<file path="config.mk">
export PLATFORM = sky130hd
export DESIGN_NAME = sorted_priority_queue_unit
export DESIGN_NICKNAME = d
export VERILOG_FILES = /design/src/hdl/spq_pkg.sv /design/src/hdl/spq_ctrl.sv /design/src/hdl/spq_datapath.sv /design/src/hdl/sorted_priority_queue_unit.sv
export VERILOG_INCLUDE_DIRS = /design/src /design/src/hdl
export SDC_FILE = /design/constraint.sdc
export NUM_CORES = 1
export LEC_CHECK = 0
export ABC_AREA = 1
export BUFFER_PORTS_ARGS = -buffer_cell sky130_fd_sc_hd__buf_2
export CORE_ASPECT_RATIO = 1.1
export CORE_MARGIN = 2
export CORE_UTILIZATION = 55
export CTS_BUF_LIST = sky130_fd_sc_hd__clkbuf_2
export DETAILED_ROUTE_END_ITERATION = 8
export MAX_ROUTING_LAYER = met4
export PLACE_DENSITY = 0.72
export SLEW_MARGIN = 30
export SYNTH_ARGS = -nofsm -noshare
export SYNTH_HDL_FRONTEND = slang
export SYNTH_SLANG_ARGS = --single-unit
</file>
<file path="constraint.sdc">
create_clock -name clock -period 9.1 [get_ports clock]
set_input_delay 0 -clock clock [delete_from_list [all_inputs] [get_ports clock]]
set_output_delay 0 -clock clock [all_outputs]
set_load 0.03 [all_outputs]
</file>
<file path="src/hdl/sorted_priority_queue_unit_defines.svh">
// Assertion macros used by the sorted priority queue datapath.
// Depends on nothing; users must have signals named clock and reset in scope.
`ifndef SORTED_PRIORITY_QUEUE_UNIT_DEFINES_SVH
`define SORTED_PRIORITY_QUEUE_UNIT_DEFINES_SVH

// Same-cycle implication, disabled while reset is high.
`define SPQ_ASSERT_IMP(label, ante, cons) \
   label: assert property (@(posedge clock) disable iff (reset) (ante) |-> (cons)) \
      else $error("sorted priority queue check failed");

// Next-cycle implication, disabled while reset is high.
`define SPQ_ASSERT_NEXT(label, ante, cons) \
   label: assert property (@(posedge clock) disable iff (reset) (ante) |=> (cons)) \
      else $error("sorted priority queue check failed");

`endif

</file>
<file path="src/hdl/spq_pkg.sv">
// Package for the sorted priority queue: field widths, codes and the
// controller/datapath interface types. Depends on nothing.
`timescale 1ns / 1ps
`default_nettype none

package spq_pkg;

   localparam int RANK_W   = 16;
   localparam int TAG_W    = 16;
   localparam int STATUS_W = 2;
   localparam int OCC_W    = 5;
   localparam int ENTRY_W  = RANK_W + TAG_W;
   localparam int OP_W     = 4;

   localparam logic CMD_INSERT = 1'b0;
   localparam logic CMD_REMOVE = 1'b1;

   localparam logic [STATUS_W-1:0] STATUS_DONE  = 2'd0;
   localparam logic [STATUS_W-1:0] STATUS_FULL  = 2'd1;
   localparam logic [STATUS_W-1:0] STATUS_EMPTY = 2'd2;

   localparam logic [OP_W-1:0] OP_NOP        = 4'd0;
   localparam logic [OP_W-1:0] OP_LOAD       = 4'd1;
   localparam logic [OP_W-1:0] OP_REJECT     = 4'd2;
   localparam logic [OP_W-1:0] OP_INS_READ   = 4'd3;
   localparam logic [OP_W-1:0] OP_INS_SHIFT  = 4'd4;
   localparam logic [OP_W-1:0] OP_INS_PLACE  = 4'd5;
   localparam logic [OP_W-1:0] OP_REM_READ   = 4'd6;
   localparam logic [OP_W-1:0] OP_REM_HEAD   = 4'd7;
   localparam logic [OP_W-1:0] OP_REM_MOVE   = 4'd8;
   localparam logic [OP_W-1:0] OP_REM_FINISH = 4'd9;

   typedef struct packed {
      logic [OP_W-1:0] op;
   } dp_cmd_type;

   typedef struct packed {
      logic is_remove;
      logic full;
      logic empty;
      logic ptr_zero;
      logic ptr_at_count;
      logic rank_greater;
   } dp_stat_type;

endpackage

`default_nettype wire

</file>
<file path="src/hdl/spq_ctrl.sv">
// Controller state machine of the sorted priority queue.
// Depends on spq_pkg; drives datapath commands and reads datapath status.
`timescale 1ns / 1ps
`default_nettype none

module spq_ctrl (
   input  wire logic                clock,
   input  wire logic                reset,
   input  wire logic                start,
   output logic                     busy,
   input  wire spq_pkg::dp_stat_type dp_stat,
   output spq_pkg::dp_cmd_type      dp_cmd
);

   localparam logic [2:0] ST_IDLE      = 3'd0;
   localparam logic [2:0] ST_DECIDE    = 3'd1;
   localparam logic [2:0] ST_INS_READ  = 3'd2;
   localparam logic [2:0] ST_INS_CHECK = 3'd3;
   localparam logic [2:0] ST_REM_HEAD  = 3'd4;
   localparam logic [2:0] ST_REM_READ  = 3'd5;
   localparam logic [2:0] ST_REM_MOVE  = 3'd6;

   logic [2:0] state_ff;
   logic [2:0] state_in;

   assign busy = (state_ff != ST_IDLE);

   always_comb begin
      state_in    = state_ff;
      dp_cmd.op   = spq_pkg::OP_NOP;
      case (state_ff)
         ST_IDLE: begin
            if (start) begin
               dp_cmd.op = spq_pkg::OP_LOAD;
               state_in  = ST_DECIDE;
            end
         end
         ST_DECIDE: begin
            if (!dp_stat.is_remove && dp_stat.full) begin
               dp_cmd.op = spq_pkg::OP_REJECT;
               state_in  = ST_IDLE;
            end else if (dp_stat.is_remove && dp_stat.empty) begin
               dp_cmd.op = spq_pkg::OP_REJECT;
               state_in  = ST_IDLE;
            end else if (dp_stat.is_remove) begin
               dp_cmd.op = spq_pkg::OP_REM_READ;
               state_in  = ST_REM_HEAD;
            end else begin
               state_in  = ST_INS_READ;
            end
         end
         ST_INS_READ: begin
            if (dp_stat.ptr_zero) begin
               dp_cmd.op = spq_pkg::OP_INS_PLACE;
               state_in  = ST_IDLE;
            end else begin
               dp_cmd.op = spq_pkg::OP_INS_READ;
               state_in  = ST_INS_CHECK;
            end
         end
         ST_INS_CHECK: begin
            if (dp_stat.rank_greater) begin
               dp_cmd.op = spq_pkg::OP_INS_SHIFT;
               state_in  = ST_INS_READ;
            end else begin
               dp_cmd.op = spq_pkg::OP_INS_PLACE;
               state_in  = ST_IDLE;
            end
         end
         ST_REM_HEAD: begin
            dp_cmd.op = spq_pkg::OP_REM_HEAD;
            state_in  = ST_REM_READ;
         end
         ST_REM_READ: begin
            if (dp_stat.ptr_at_count) begin
               dp_cmd.op = spq_pkg::OP_REM_FINISH;
               state_in  = ST_IDLE;
            end else begin
               dp_cmd.op = spq_pkg::OP_REM_READ;
               state_in  = ST_REM_MOVE;
            end
         end
         ST_REM_MOVE: begin
            dp_cmd.op = spq_pkg::OP_REM_MOVE;
            state_in  = ST_REM_READ;
         end
         default: begin
            state_in = ST_IDLE;
         end
      endcase
   end

   always_ff @(posedge clock) begin
      if (reset) begin
         state_ff <= ST_IDLE;
      end else begin
         state_ff <= state_in;
      end
   end

endmodule

`default_nettype wire

</file>
<file path="src/hdl/spq_datapath.sv">
// Datapath of the sorted priority queue: entry memory, count, pointer and
// result registers. Depends on spq_pkg and sorted_priority_queue_unit_defines.svh.
`timescale 1ns / 1ps
`default_nettype none

`include "sorted_priority_queue_unit_defines.svh"

module spq_datapath #(
   parameter int DEPTH = 16
) (
   input  wire logic                                  clock,
   input  wire logic                                  reset,
   input  wire spq_pkg::dp_cmd_type                   dp_cmd,
   output spq_pkg::dp_stat_type                       dp_stat,
   input  wire logic                                  req_command,
   input  wire logic signed [spq_pkg::RANK_W-1:0]     req_rank,
   input  wire logic        [spq_pkg::TAG_W-1:0]      req_task_tag,
   output logic                                       rsp_valid,
   output logic             [spq_pkg::STATUS_W-1:0]   rsp_status,
   output logic signed      [spq_pkg::RANK_W-1:0]     rsp_removed_rank,
   output logic             [spq_pkg::TAG_W-1:0]      rsp_removed_tag,
   output logic             [spq_pkg::OCC_W-1:0]      rsp_occupancy
);

   localparam int CntW  = $clog2(DEPTH + 1);
   localparam int AddrW = $clog2(DEPTH);
   localparam int WideW = (CntW > spq_pkg::OCC_W) ? CntW : spq_pkg::OCC_W;

   logic [spq_pkg::ENTRY_W-1:0] mem [DEPTH];
   logic [spq_pkg::ENTRY_W-1:0] rd_data_ff;

   logic                              cmd_ff, cmd_in;
   logic signed [spq_pkg::RANK_W-1:0] new_rank_ff, new_rank_in;
   logic [spq_pkg::TAG_W-1:0]         new_tag_ff, new_tag_in;
   logic [CntW-1:0]                   ptr_ff, ptr_in;
   logic [CntW-1:0]                   count_ff, count_in;
   logic [CntW-1:0]                   ptr_m1;
   logic [WideW-1:0]                  count_wide;

   logic                              rsp_valid_ff, rsp_valid_in;
   logic [spq_pkg::STATUS_W-1:0]      rsp_status_ff, rsp_status_in;
   logic signed [spq_pkg::RANK_W-1:0] rsp_rank_ff, rsp_rank_in;
   logic [spq_pkg::TAG_W-1:0]         rsp_tag_ff, rsp_tag_in;
   logic [spq_pkg::OCC_W-1:0]         rsp_occ_ff, rsp_occ_in;

   logic                              wr_en;
   logic [AddrW-1:0]                  wr_addr;
   logic [spq_pkg::ENTRY_W-1:0]       wr_data;
   logic                              rd_en;
   logic [AddrW-1:0]                  rd_addr;
   logic signed [spq_pkg::RANK_W-1:0] rd_rank;

   assign ptr_m1  = ptr_ff - CntW'(1);
   assign rd_rank = $signed(rd_data_ff[spq_pkg::ENTRY_W-1:spq_pkg::TAG_W]);

   assign dp_stat.is_remove    = (cmd_ff == spq_pkg::CMD_REMOVE);
   assign dp_stat.full         = (count_ff == CntW'(DEPTH));
   assign dp_stat.empty        = (count_ff == '0);
   assign dp_stat.ptr_zero     = (ptr_ff == '0);
   assign dp_stat.ptr_at_count = (ptr_ff == count_ff);
   assign dp_stat.rank_greater = (rd_rank > new_rank_ff);

   assign count_wide = WideW'(count_in);

   always_comb begin
      cmd_in        = cmd_ff;
      new_rank_in   = new_rank_ff;
      new_tag_in    = new_tag_ff;
      ptr_in        = ptr_ff;
      count_in      = count_ff;
      rsp_valid_in  = 1'b0;
      rsp_status_in = rsp_status_ff;
      rsp_rank_in   = rsp_rank_ff;
      rsp_tag_in    = rsp_tag_ff;
      wr_en         = 1'b0;
      wr_addr       = ptr_ff[AddrW-1:0];
      wr_data       = rd_data_ff;
      rd_en         = 1'b0;
      rd_addr       = ptr_ff[AddrW-1:0];
      case (dp_cmd.op)
         spq_pkg::OP_LOAD: begin
            cmd_in      = req_command;
            new_rank_in = req_rank;
            new_tag_in  = req_task_tag;
            ptr_in      = (req_command == spq_pkg::CMD_INSERT) ? count_ff : '0;
         end
         spq_pkg::OP_REJECT: begin
            rsp_valid_in  = 1'b1;
            rsp_status_in = (cmd_ff == spq_pkg::CMD_INSERT) ? spq_pkg::STATUS_FULL
                                                            : spq_pkg::STATUS_EMPTY;
            rsp_rank_in   = '0;
            rsp_tag_in    = '0;
         end
         spq_pkg::OP_INS_READ: begin
            rd_en   = 1'b1;
            rd_addr = ptr_m1[AddrW-1:0];
         end
         spq_pkg::OP_INS_SHIFT: begin
            wr_en  = 1'b1;
            ptr_in = ptr_m1;
         end
         spq_pkg::OP_INS_PLACE: begin
            wr_en         = 1'b1;
            wr_data       = {new_rank_ff, new_tag_ff};
            count_in      = count_ff + CntW'(1);
            rsp_valid_in  = 1'b1;
            rsp_status_in = spq_pkg::STATUS_DONE;
            rsp_rank_in   = '0;
            rsp_tag_in    = '0;
         end
         spq_pkg::OP_REM_READ: begin
            rd_en = 1'b1;
         end
         spq_pkg::OP_REM_HEAD: begin
            rsp_rank_in = rd_rank;
            rsp_tag_in  = rd_data_ff[spq_pkg::TAG_W-1:0];
            ptr_in      = CntW'(1);
         end
         spq_pkg::OP_REM_MOVE: begin
            wr_en   = 1'b1;
            wr_addr = ptr_m1[AddrW-1:0];
            ptr_in  = ptr_ff + CntW'(1);
         end
         spq_pkg::OP_REM_FINISH: begin
            count_in      = count_ff - CntW'(1);
            rsp_valid_in  = 1'b1;
            rsp_status_in = spq_pkg::STATUS_DONE;
         end
         default: begin
         end
      endcase
      rsp_occ_in = rsp_valid_in ? count_wide[spq_pkg::OCC_W-1:0] : rsp_occ_ff;
   end

   always_ff @(posedge clock) begin
      if (wr_en) begin
         mem[wr_addr] <= wr_data;
      end
      if (rd_en) begin
         rd_data_ff <= mem[rd_addr];
      end
   end

   always_ff @(posedge clock) begin
      if (reset) begin
         count_ff     <= '0;
         rsp_valid_ff <= 1'b0;
      end else begin
         count_ff     <= count_in;
         rsp_valid_ff <= rsp_valid_in;
      end
   end

   always_ff @(posedge clock) begin
      cmd_ff        <= cmd_in;
      new_rank_ff   <= new_rank_in;
      new_tag_ff    <= new_tag_in;
      ptr_ff        <= ptr_in;
      rsp_status_ff <= rsp_status_in;
      rsp_rank_ff   <= rsp_rank_in;
      rsp_tag_ff    <= rsp_tag_in;
      rsp_occ_ff    <= rsp_occ_in;
   end

   assign rsp_valid        = rsp_valid_ff;
   assign rsp_status       = rsp_status_ff;
   assign rsp_removed_rank = rsp_rank_ff;
   assign rsp_removed_tag  = rsp_tag_ff;
   assign rsp_occupancy    = rsp_occ_ff;

   `SPQ_ASSERT_IMP(a_count_bound, 1'b1, count_ff <= CntW'(DEPTH))
   `SPQ_ASSERT_NEXT(a_strobe_gap, rsp_valid_ff, !rsp_valid_ff)
   `SPQ_ASSERT_NEXT(a_place_count, dp_cmd.op == spq_pkg::OP_INS_PLACE,
      count_ff == $past(count_ff) + CntW'(1))
   `SPQ_ASSERT_IMP(a_reject_full, dp_cmd.op == spq_pkg::OP_REJECT && !dp_stat.is_remove,
      dp_stat.full)

endmodule

`default_nettype wire

</file>
<file path="src/hdl/sorted_priority_queue_unit.sv">
// Top level of the sorted priority queue: controller and datapath.
// Depends on spq_pkg, spq_ctrl and spq_datapath.
`timescale 1ns / 1ps
`default_nettype none

// Usage:
// A transaction is taken at a rising edge where start is high and busy is low.
// req_command selects insert (0) or remove of the head entry (1); req_rank and
// req_task_tag carry the entry for an insert. Entries are kept in ascending
// rank order in a single-port-read, single-port-write memory, and equal ranks
// leave in arrival order.
// Every transaction yields one result, shown for one cycle with rsp_valid high:
// status, removed rank and tag (zero unless a head was removed) and occupancy.
// Steps: a refused insert or remove is answered straight from the decide state.
// An insert reads and shifts the entries of higher rank one at a time from the
// tail; a remove reads the head, then moves every other entry up one place. Each
// moved entry costs one memory read and one write, done in separate states.
// busy drops in the cycle the result is shown, so the next transaction can be
// accepted then. The receiver cannot stall; results must be taken when shown.
// Reset empties the queue at once and needs no clearing pass.

module sorted_priority_queue_unit #(
   parameter int DEPTH = 16
) (
   input  wire logic                                  clock,
   input  wire logic                                  reset,
   input  wire logic                                  start,
   output logic                                       busy,
   input  wire logic                                  req_command,
   input  wire logic signed [spq_pkg::RANK_W-1:0]     req_rank,
   input  wire logic        [spq_pkg::TAG_W-1:0]      req_task_tag,
   output logic                                       rsp_valid,
   output logic             [spq_pkg::STATUS_W-1:0]   rsp_status,
   output logic signed      [spq_pkg::RANK_W-1:0]     rsp_removed_rank,
   output logic             [spq_pkg::TAG_W-1:0]      rsp_removed_tag,
   output logic             [spq_pkg::OCC_W-1:0]      rsp_occupancy
);

   spq_pkg::dp_cmd_type  dp_cmd;
   spq_pkg::dp_stat_type dp_stat;

   spq_ctrl u_ctrl (
      .clock   (clock),
      .reset   (reset),
      .start   (start),
      .busy    (busy),
      .dp_stat (dp_stat),
      .dp_cmd  (dp_cmd)
   );

   spq_datapath #(
      .DEPTH (DEPTH)
   ) u_datapath (
      .clock            (clock),
      .reset            (reset),
      .dp_cmd           (dp_cmd),
      .dp_stat          (dp_stat),
      .req_command      (req_command),
      .req_rank         (req_rank),
      .req_task_tag     (req_task_tag),
      .rsp_valid        (rsp_valid),
      .rsp_status       (rsp_status),
      .rsp_removed_rank (rsp_removed_rank),
      .rsp_removed_tag  (rsp_removed_tag),
      .rsp_occupancy    (rsp_occupancy)
   );

endmodule

`default_nettype wire
</file>
==> impl_metrics.csv <==
group,metric,value,unit
outcome,status,"finished clean",
drt,detail_route.iter0.violations,1988,
synth,ys_ff_latch,630,
synth,seq_area_frac_synth,74.6,%
sta,tightest_slew,0.990,ns
placed_design,gp_congestion,0.895,
synth,synth-edff-count,621,
grt,use_met3,4.84,%
power_and_ir_drop,p_switching,1.68,mW
layout,final_common_cell,"edfxtp_1",
placed_design,io_buffers,76,
grt,use_met1,33.9,%
grt,grt_max_degree,158,
cts,clockRootBuffer,"clkbuf_2",
synth,ys_async_sr_fraction,0,%
sta,rsz0062_at_grt,"false",
drt,drc,0,
grt,grt_antenna_before_repair,4,
layout,drive_gt1_share,17.7,%
drt,first_pass_iters,6,
setup_path,crit_path_start_kind,"flip-flop",
cts,clock_sinks,630,
sta,timing.fmax,0.221,GHz
cts,numCtsBuffers,146,
power_and_ir_drop,total_power,5.89,mW
grt,overflow,0,
cts,cts_buffer_depth,3,
drt,viasPerCell,6.04,
synth,yosys_warnings,0,
grt,grtUsageMet2,45.2,%
cts,cts_setup_buffers,0,
synth,synth_ff_type,"edfxtp_1",
sta,hold_viol,0,
cts,cts_resized,0,
power_and_ir_drop,powerDensity,207,nW/um2
die,die_w,208,um
layout,regArea,18800,um2
placed_design,placed_cells_incl_taps,2494,
die,die_y,229,um
sta,slew_headroom,33.5,%
setup_path,cp.required,10.07,ns
synth,synth_cell_types,39,
synth,syn_avg_cell_area,13.2,um2
layout,fin_cells,2828,
grt,grt_pass1_wl,95.9,mm
synth,netlist_area,25200,um2
die,initial_core_util,55.5,%
sta,finalSetupViolCount,0,
cts,cts_tree,"done",
power_and_ir_drop,p_comb_share,13.8,%
layout,final_cell_mix,"edfxtp_1, nor2_1, o21ai_0",
power_and_ir_drop,ir_worst_vdd,0.104,mV
drt,routed_wl,64.0,mm
setup_path,critical_path_class,"flip-flop to flip-flop",
drt,antenna_left,0,
flow_run,cap_violations,0,
layout,fillCellCount,3344,
die,io_pins,77,
sta,skew,0.0847,ns
layout,multi_input_area,5820,um2
sta,fin_crit,4.53,ns
synth,synth_cells,1912,
worst_hold_path,hold_path.class,"primary input to flip-flop",
power_and_ir_drop,cellLeakagePower,10.0,nW
setup_path,cp-end-kind,"flip-flop",
drt,wl_per_cell,22.6,um
power_and_ir_drop,seq_power_share,55.9,%
setup_path,arrival,5.50,ns
layout,layout.nets,2183,
die,rows,82,
cts,clk_latency,1.15,ns
placed_design,dp_hpwl,31.3,mm
sta,period_share,49.7,%
grt,grt.total_usage,27.6,%
layout,syn_to_final_growth,12.8,%
layout,design_area,28500,um2
power_and_ir_drop,p_int,4.21,mW
die,coreArea,45500,um2
cts,cts_max_level,4,
cts,clk_pin_slew_worst_paths,0.11,ns
setup_path,worstPathMaxFanout,157,
drt,via_count,17080,
power_and_ir_drop,clockPowerShare,30.3,%
die,dieArea,47600,um2
sta,fin_tns_setup,0,ns
placed_design,dpl_cell_area,26300,um2
synth,synth_nets,1971,
power_and_ir_drop,switching_share,28.6,%
grt,first_global_vias,17012,
cts,hold_buffers,70,
grt,grt_most_used_layer,"met2",
sta,maxSlewViolCount,0,
## power groups by stage
stage          clock (mW)  combinational, mW  sequential, mW
5_1_grt              1.96              0.886            3.30
4_1_cts              1.81              0.795            3.29
3_5_place_dp            0              0.766            3.36
3_3_place_gp            0              0.739            3.36
2_1_floorplan           0              0.501            3.39
6_report             1.79              0.812            3.29
## metal layers
layer  share of wire (%)  routed length (um)
met1                  37               23400
met3                  11                6730
met2                  50               31900
met5                   0                   0
met4                 3.1                1980
## final timing paths
kind	end	slack [ns]	cells past startpoint	start
worst max register to register	u_datapath.rd_data_ff[21]$_DFFE_PP_	4.57	13	u_datapath.ptr_ff[0]$_DFFE_PP_
worst max-delay path	u_datapath.rd_data_ff[21]$_DFFE_PP_	4.57	13	u_datapath.ptr_ff[0]$_DFFE_PP_
worst min register to register	u_datapath.rsp_removed_tag[10]$_SDFFCE_PN0P_	0.57	2	u_datapath.rd_data_ff[10]$_DFFE_PP_
worst min-delay path	u_datapath.new_tag_ff[1]$_DFFE_PP_	0.10	3	req_task_tag[1]
## stage by stage
| stage | hold slack, ns | setup WS [ns] | utilization [%] |
|---|---|---|---|
| after floorplan | 0.0691 | 4.81 | - |
| after CTS | 0.00335 | 4.42 | 62.4 |
| after global routing | 0.0732 | 4.21 | 62.6 |
| final | 0.101 | 4.57 | 62.6 |
| after global placement | 0.177 | 4.44 | 57.8 |
| after detailed placement | 0.179 | 4.47 | 57.9 |
## critical path: stages, from the launching register on
cell and delay, ns:
edfxtp_1 0.49, inv_2 0.14, ha_1 0.21, nand4_1 0.16, nand2_2 0.21, inv_2 0.12
nand2_1 0.18, nand2_8 0.52, inv_8 0.88, buf_6 0.66, o21ai_0 0.21, o221ai_1 0.22
nand3_1 0.11, nand2_1 0.10
## registers in the layout, summed over array words and instances (netlist names)
signal and flops:
u_ctrl.state_ff 3, u_datapath.cmd_ff 1, u_datapath.count_ff 5, u_datapath.mem 512, u_datapath.new_rank_ff 16, u_datapath.new_tag_ff 16
u_datapath.ptr_ff 5, u_datapath.rd_data_ff 32, u_datapath.rsp_occupancy 5, u_datapath.rsp_removed_rank 16, u_datapath.rsp_removed_tag 16, u_datapath.rsp_status 2
u_datapath.rsp_valid 1
## logic make-up after synthesis
logic type               Yosys count  share of synthesized area, %
buffers and inverters            217                          3.44
XOR/XNOR                           8                         0.278
flip-flops                       630                          74.6
AND/OR/NAND/NOR                  548                          8.92
adder cells (fa/ha/maj)           23                          1.17
AO/OA/AOI/OAI                    486                          11.6
## cells in the mapped netlist (3+ instances only)
cell type  count  area share, %
nand3_1       49           0.97
inv_1         93            1.4
clkbuf_1      83            1.2
nor3_1        14           0.28
o22ai_1       39           0.97
o21ai_0      259            5.1
edfxtp_1     621             74
inv_2          8           0.12
nor2_1       342            5.1
buf_2         26           0.52
o21ai_1       25           0.50
nand4_1       10           0.25
buf_4          3          0.089
o221ai_1      89            3.1
nand2_1      121            1.8
a21oi_1       28           0.56
xor2_1         7           0.24
o211ai_1      40            1.2
dfxtp_1        9           0.71
ha_1          22            1.1
## final cells by class
cell class	instances	area share, %
flip-flops and latches	630	66.1
multi-input cells	1065	20.5
repair buffers	179	4.71
clock buffers	201	3.53
well taps	588	2.58
inverters	102	1.38
clock inverters	60	1.19
diodes	3	0.0264
Note: power is estimated with default switching activity, not from simulation.
